==> config.mk <==
export PLATFORM = sky130hd
export DESIGN_NAME = ipv4_range_to_cidr_prefixes
export DESIGN_NICKNAME = d
export VERILOG_FILES = /design/src/sv/ircp_pkg.sv /design/src/sv/ircp_ctrl.sv /design/src/sv/ircp_dp.sv /design/src/sv/ipv4_range_to_cidr_prefixes.sv
export SDC_FILE = /design/constraint.sdc
export NUM_CORES = 1
export LEC_CHECK = 0
export ABC_AREA = 1
export CAP_MARGIN = 20
export CORE_ASPECT_RATIO = 0.9
export CORE_MARGIN = 2
export CORE_UTILIZATION = 55
export DETAILED_ROUTE_END_ITERATION = 8
export DONT_BUFFER_PORTS = 1
export PLACE_DENSITY = 0.68
export SLEW_MARGIN = 20
export SYNTH_ARGS = -nofsm -noshare
export SYNTH_HDL_FRONTEND = slang
export SYNTH_SLANG_ARGS = --single-unit
==> constraint.sdc <==
create_clock -name clk -period 12.55 [get_ports clk]
set_clock_uncertainty 0.05 [all_clocks]
set_input_delay 1.255 -clock clk [delete_from_list [all_inputs] [get_ports clk]]
set_output_delay 1.255 -clock clk [all_outputs]
set_load 0.02 [all_outputs]
==> src/sv/ircp_pkg.sv <==
// ----------------------------------------------------------------------------
// ircp_pkg
// Shared types and constants for the IPv4 range to CIDR prefix expander.
// ----------------------------------------------------------------------------
`default_nettype none

package ircp_pkg;

  // Fixed widths of the transaction fields
  localparam int ADDR_W         = 32;
  localparam int LEN_W          = 6;
  localparam int ADDR_BITS_DEF  = 32;

  // Controller states
  typedef enum logic [1:0] {
    S_IDLE,
    S_RUN,
    S_EMPTY
  } state_t;

  // Controller to datapath commands
  typedef struct packed {
    logic load_range;   // capture a valid range into cursor / remainder
    logic emit;         // emit the next prefix into the output register
    logic emit_empty;   // emit the single empty-range result
  } cmd_t;

  // Datapath to controller status
  typedef struct packed {
    logic reversed;     // input start exceeds input end
    logic last;         // current prefix covers the rest of the range
    logic out_free;     // output register can take a result this cycle
  } sts_t;

endpackage

`default_nettype wire

==> src/sv/ircp_ctrl.sv <==
// ----------------------------------------------------------------------------
// ircp_ctrl
// Sequencer: accepts one range, steps the datapath once per prefix, or emits one empty result if reversed.
// ----------------------------------------------------------------------------
`default_nettype none

module ircp_ctrl (
  input  wire logic           clk,
  input  wire logic           rst,
  input  wire logic           in_valid,
  output logic                in_stall,
  input  wire ircp_pkg::sts_t sts,
  output ircp_pkg::cmd_t      cmd
);
  import ircp_pkg::*;

  state_t state;
  state_t state_next;

  // State register
  always_ff @(posedge clk) begin
    if (rst) begin
      state <= S_IDLE;
    end else begin
      state <= state_next;
    end
  end

  // Next state
  always_comb begin
    state_next = state;
    case (state)
      S_IDLE: begin
        if (in_valid) begin
          state_next = sts.reversed ? S_EMPTY : S_RUN;
        end
      end
      S_RUN: begin
        if (sts.out_free && sts.last) begin
          state_next = S_IDLE;
        end
      end
      S_EMPTY: begin
        if (sts.out_free) begin
          state_next = S_IDLE;
        end
      end
      default: state_next = S_IDLE;
    endcase
  end

  // Outputs
  always_comb begin
    cmd      = '0;
    in_stall = 1'b1;
    case (state)
      S_IDLE: begin
        in_stall       = 1'b0;
        cmd.load_range = in_valid && !sts.reversed;
      end
      S_RUN: begin
        cmd.emit = sts.out_free;
      end
      S_EMPTY: begin
        cmd.emit_empty = sts.out_free;
      end
      default: begin
        in_stall = 1'b1;
      end
    endcase
  end

  // Checks
  a_emit_needs_room: assert property (@(posedge clk) disable iff (rst)
    (cmd.emit || cmd.emit_empty) |-> sts.out_free)
    else $error("result emitted while output register is held");

  a_last_ends_run: assert property (@(posedge clk) disable iff (rst)
    (cmd.emit && sts.last) |=> state == S_IDLE)
    else $error("run did not end after final prefix");

  a_accept_only_idle: assert property (@(posedge clk) disable iff (rst)
    (state == S_RUN && $past(state) == S_IDLE) |-> $past(in_valid) && !$past(sts.reversed))
    else $error("run started without a valid forward range");

endmodule

`default_nettype wire

==> src/sv/ircp_dp.sv <==
// ----------------------------------------------------------------------------
// ircp_dp
// Datapath: cursor, remaining count, block-size select, output register.
// ----------------------------------------------------------------------------
`default_nettype none

module ircp_dp #(
  parameter int ADDRESS_BITS = ircp_pkg::ADDR_BITS_DEF
) (
  input  wire logic                         clk,
  input  wire logic                         rst,
  input  wire logic [ircp_pkg::ADDR_W-1:0]  range_start,
  input  wire logic [ircp_pkg::ADDR_W-1:0]  range_end,
  input  wire ircp_pkg::cmd_t               cmd,
  output ircp_pkg::sts_t                    sts,
  output logic                              out_valid,
  input  wire logic                         out_stall,
  output logic [ircp_pkg::ADDR_W-1:0]       prefix_base,
  output logic [ircp_pkg::LEN_W-1:0]        prefix_length,
  output logic                              last_prefix,
  output logic                              empty_range
);
  import ircp_pkg::*;

  localparam int AB = ADDRESS_BITS;
  localparam int JW = $clog2(AB + 1);

  logic [AB-1:0] start_m;
  logic [AB-1:0] end_m;
  logic [AB-1:0] cursor;
  logic [AB:0]   rem;        // addresses still to cover, 1 .. 2^AB
  logic [AB:0]   tz_vec;
  logic [AB:0]   tz_oh;      // lowest set bit of cursor, capped at AB
  logic [AB:0]   rem_rev;
  logic [AB:0]   rem_rev_low;
  logic [AB:0]   msb_oh;     // highest set bit of remaining count
  logic [AB:0]   step_oh;    // chosen block size, one-hot
  logic [JW-1:0] step_idx;

  assign start_m = range_start[AB-1:0];
  assign end_m   = range_end[AB-1:0];

  // Alignment limit: isolate lowest set bit, forced bit AB caps the count
  assign tz_vec = {1'b1, cursor};
  assign tz_oh  = tz_vec & (~tz_vec + 1'b1);

  // Size limit: isolate highest set bit of the remaining count
  always_comb begin
    for (int i = 0; i <= AB; i++) begin
      rem_rev[i] = rem[AB - i];
    end
  end
  assign rem_rev_low = rem_rev & (~rem_rev + 1'b1);
  always_comb begin
    for (int i = 0; i <= AB; i++) begin
      msb_oh[i] = rem_rev_low[AB - i];
    end
  end

  // Block size is the smaller of the two limits
  assign step_oh = (tz_oh < msb_oh) ? tz_oh : msb_oh;

  // log2 of the block size
  always_comb begin
    step_idx = '0;
    for (int i = 0; i <= AB; i++) begin
      if (step_oh[i]) begin
        step_idx = step_idx | JW'(i);
      end
    end
  end

  // Status
  assign sts.reversed = start_m > end_m;
  assign sts.last     = (rem == step_oh);
  assign sts.out_free = !out_valid || !out_stall;

  // Cursor and remaining count
  always_ff @(posedge clk) begin
    if (cmd.load_range) begin
      cursor <= start_m;
      rem    <= {1'b0, end_m} - {1'b0, start_m} + 1'b1;
    end else if (cmd.emit) begin
      cursor <= cursor + step_oh[AB-1:0];
      rem    <= rem - step_oh;
    end
  end

  // Output register payload
  always_ff @(posedge clk) begin
    if (cmd.emit) begin
      prefix_base   <= ADDR_W'(cursor);
      prefix_length <= LEN_W'(AB) - LEN_W'(step_idx);
      last_prefix   <= sts.last;
      empty_range   <= 1'b0;
    end else if (cmd.emit_empty) begin
      prefix_base   <= '0;
      prefix_length <= '0;
      last_prefix   <= 1'b0;
      empty_range   <= 1'b1;
    end
  end

  // Output valid
  always_ff @(posedge clk) begin
    if (rst) begin
      out_valid <= 1'b0;
    end else if (cmd.emit || cmd.emit_empty) begin
      out_valid <= 1'b1;
    end else if (!out_stall) begin
      out_valid <= 1'b0;
    end
  end

  // Checks
  a_step_onehot: assert property (@(posedge clk) disable iff (rst)
    cmd.emit |-> $onehot(step_oh) && rem != '0)
    else $error("block size not a single power of two");

  a_empty_fields_zero: assert property (@(posedge clk) disable iff (rst)
    (out_valid && empty_range) |-> prefix_base == '0 && prefix_length == '0 && !last_prefix)
    else $error("empty-range result carries nonzero fields");

  a_length_range: assert property (@(posedge clk) disable iff (rst)
    (out_valid && !empty_range) |-> prefix_length <= LEN_W'(AB))
    else $error("prefix length beyond address width");

endmodule

`default_nettype wire

==> src/sv/ipv4_range_to_cidr_prefixes.sv <==
// An accepted range is loaded into the cursor and remaining count; its prefixes then
// enter the output register, one prefix per cycle while out_stall is low, set by the
// cursor update loop. No new range is taken until the last prefix has been emitted.
// A reversed range yields one empty result.
// Reset (rst, synchronous) returns the sequencer to idle and clears out_valid.
// ----------------------------------------------------------------------------
// ipv4_range_to_cidr_prefixes
// Expands an inclusive IPv4 range into the minimal ascending CIDR block list.
// ----------------------------------------------------------------------------
`default_nettype none

module ipv4_range_to_cidr_prefixes #(
  parameter int ADDRESS_BITS = ircp_pkg::ADDR_BITS_DEF
) (
  input  wire logic                         clk,
  input  wire logic                         rst,
  input  wire logic                         in_valid,
  output logic                              in_stall,
  input  wire logic [ircp_pkg::ADDR_W-1:0]  range_start,
  input  wire logic [ircp_pkg::ADDR_W-1:0]  range_end,
  output logic                              out_valid,
  input  wire logic                         out_stall,
  output logic [ircp_pkg::ADDR_W-1:0]       prefix_base,
  output logic [ircp_pkg::LEN_W-1:0]        prefix_length,
  output logic                              last_prefix,
  output logic                              empty_range
);
  import ircp_pkg::*;

  cmd_t cmd;
  sts_t sts;

  // Sequencer
  ircp_ctrl u_ctrl (
    .clk      (clk),
    .rst      (rst),
    .in_valid (in_valid),
    .in_stall (in_stall),
    .sts      (sts),
    .cmd      (cmd)
  );

  // Datapath
  ircp_dp #(
    .ADDRESS_BITS (ADDRESS_BITS)
  ) u_dp (
    .clk           (clk),
    .rst           (rst),
    .range_start   (range_start),
    .range_end     (range_end),
    .cmd           (cmd),
    .sts           (sts),
    .out_valid     (out_valid),
    .out_stall     (out_stall),
    .prefix_base   (prefix_base),
    .prefix_length (prefix_length),
    .last_prefix   (last_prefix),
    .empty_range   (empty_range)
  );

endmodule

`default_nettype wire

==> results.json <==
{
  "syn_nets": 2316,
  "drive_gt1_share_pct": 3.27,
  "numPortBuffers": 0,
  "cts.clk_slew.worst_paths_ns": 0.08,
  "totalPowerFinal_mw": 3.68,
  "wl_per_cell_microns": 19.8,
  "clk_latency_ns": 0.37,
  "gr-total-overflow": 0,
  "first_pass_iters": 6,
  "holdCritStartpoint": "u_dp.empty_range",
  "vias": 14100,
  "grt_max_degree": 66,
  "h-tree-depth": 3,
  "reg2reg_setup_slack_ns": 5.31,
  "period_needed_ns": 7.24,
  "min_path_cells": 2,
  "place.gp.congestion": 1.03,
  "dieArea_sq_um": 26100,
  "critPathMostFrequentCell": "nand2_1",
  "drc": 0,
  "whs_endpoint": "u_dp.empty_range",
  "tritoncts": "yes",
  "start_util_pct": 56.2,
  "ys_warn_count": 0,
  "synth_edf_count": 104,
  "maxSlewViolCount": 0,
  "grt_pass1_vias": 13200,
  "synthAdderAreaFrac_pct": 17.7,
  "antenna_found_initial": 0,
  "grt_pass1_wl_microns": 72300,
  "crit_type": "register to register",
  "drv_cap": 0,
  "max_freq_mhz": 138,
  "die_h_microns": 154,
  "synth-main-ff-cell": "edfxtp_1",
  "cts_hold_buf": 0,
  "fin_crit_sh_pct": 57.7,
  "reg2reg_depth": 34,
  "synth_area_sq_um": 13700,
  "leakage_nw": 6.89,
  "critPathSlowestCell": "inv_2",
  "cp_max_fo": 63,
  "p_per_area_nw_per_um2": 258,
  "num_io_pins": 110,
  "grt_usage_pct": 36.1,
  "viasPerCell": 5.99,
  "area_delta_synth_final_pct": 4.25,
  "post_cts_resize_count": 0,
  "fin_cells": 2360,
  "nNetsFinal": 2307,
  "core_sq_um": 24300,
  "grt_setup_unrepaired": "false",
  "yosys.area_share.simple_pct": 31.4,
  "ys_seq_area_share_pct": 23.4,
  "cp-end-kind": "register",
  "cts-root-buf": "clkbuf_16",
  "relSlewSlack_pct": 32.9,
  "outcome": "completed",
  "rows": 54,
  "routed_wirelength_microns": 46800,
  "synth.distinct_cells": 55,
  "placed_cells": 2344,
  "crit_path_start_kind": "register",
  "synthXorXnorAreaFrac_pct": 1.86,
  "setup_tns_ns": 0,
  "syn_inst": 2056,
  "synth_mux_area_share_pct": 0,
  "hold_class": "register to register",
  "syn_area_per_cell_sq_um": 6.65,
  "place_hpwl_microns": 39000,
  "clkSinkCount": 108,
  "async_flop_share_pct": 0,
  "cp_data_required_time_ns": 12.61,
  "irDropWorstVdd_mv": 0.144,
  "worstMarginPinSlew_ns": 1.01,
  "cp_data_arrival_time_ns": 7.30,
  "final_hold_viol_count": 0,
  "r2r_start": "u_dp.cursor[0]",
  "timing.rr.end": "u_dp.rem[32]",
  "setup_viol": 0,
  "cp_slowest_stage_delay_ns": 0.73,
  "synth_top_family_by_area": "simple AND/OR/NAND/NOR gates",
  "ant_nets": 0,
  "ys_seq_elements": 108,
  "numCtsBuffers": 9,
  "clockBufferDepth": 2,
  "post_cts_buffers": 0,
  "die_w_microns": 170,
  "synth-compound-area-share_pct": 15.8,
  "drtIter0Drc": 1408,
  "diodes": 0
}
cell families after synthesis:
logic type | count (synthesis)
simple gates | 990
compound gates | 391
buf+inv | 346
fa+ha+maj | 192
flops | 108
xor+xnor | 29
power breakdown:
| group | total [mW] | internal (mW) | switching, mW |
|---|---|---|---|
| clock network | 0.292 | 0.138 | 0.154 |
| registers | 0.787 | 0.600 | 0.186 |
| logic | 2.61 | 0.820 | 1.79 |
| total | 3.68 | 1.56 | 2.13 |
synth_stat cells (all sizes together) (17+ instances only):
master  number  area [sq um]
nand2      476          1810
inv        319          1200
nor2       245           981
ha         189          2360
a21oi      169           846
o21ai      153           784
nand3      127           658
edfxtp     104          3120
nor3        54           280
nand4       46           288
nor4        17           106
o21a        17           128
per-stage QoR:
step                      cell area, sq um  util [%]  worst slack (ns)  hold slack [ns]
after detailed placement             14000      57.5              5.55            0.522
after global routing                 14300      58.6              4.67            0.543
after global placement               14000      57.5              5.59            0.515
after CTS                            14300      58.6              5.51            0.533
after floorplan                      13700         -              7.49            0.493
final                                14300      58.6              5.31            0.529
cell type report:
class / instances / area, sq um
inverter: 320 / 1200
fill: 2324 / 10100
multi-input combinational: 1602 / 9140
clock buffer: 10 / 229
tap: 308 / 385
timing repair buffer: 6 / 45.0
sequential: 108 / 3200
clock inverter: 6 / 48.8
how the worst max path moves through the flow:
stage / start / end / slack [ns]
final: u_dp.cursor[0] / u_dp.rem[32] / 5.31
after global routing: u_dp.cursor[0] / u_dp.rem[29] / 4.67
after CTS: u_dp.cursor[0] / u_dp.rem[32] / 5.51
after detailed placement: u_dp.cursor[0] / u_dp.rem[32] / 5.55
after global placement: u_dp.cursor[0] / u_dp.rem[32] / 5.59
after floorplan: u_dp.cursor[0] / u_dp.rem[32] / 7.49
metal layers:
metal / global-route usage [%] / part of all wire [%] / up-vias
met5: 0 / 0 / -
met1: 51.9 / 45 / 6432
li1: - / - / 6911
met4: 10.1 / 2.5 / 0
met3: 7.00 / 9.9 / 79
met2: 55.1 / 42 / 714
state kept, by name, indices dropped and copies added (netlist names):
register / cells
u_dp.prefix_length: 6
u_dp.rem: 33
u_dp.prefix_base: 32
u_dp.empty_range: 1
u_dp.last_prefix: 1
u_dp.cursor: 32
u_dp.out_valid: 1
u_ctrl.state: 2
cell usage in the layout, fill, tap and decap left out, types with 11 or more instances in the layout:
| master | n |
|---|---|
| a21oi_1 | 169 |
| edfxtp_1 | 104 |
| ha_1 | 189 |
| inv_1 | 308 |
| nand2_1 | 469 |
| nand3_1 | 123 |
| nand3b_1 | 11 |
| nand4_1 | 46 |
| nor2_1 | 236 |
| nor3_1 | 52 |
| nor4_1 | 17 |
| o21a_1 | 17 |
| o21ai_0 | 113 |
| o21ai_1 | 35 |
| xnor2_1 | 13 |
| xor2_1 | 16 |
critical path, delay by kind of cell (launching register included):
family                   cells  cell delay [ns]
flip-flops                   1             0.46
AND/OR/NAND/NOR             23             3.55
adder cells (fa/ha/maj)      2             0.70
buffers and inverters        5             1.14
AO/OA/AOI/OAI                4             1.07
No activity file was read; power rests on OpenSTA's default activity.
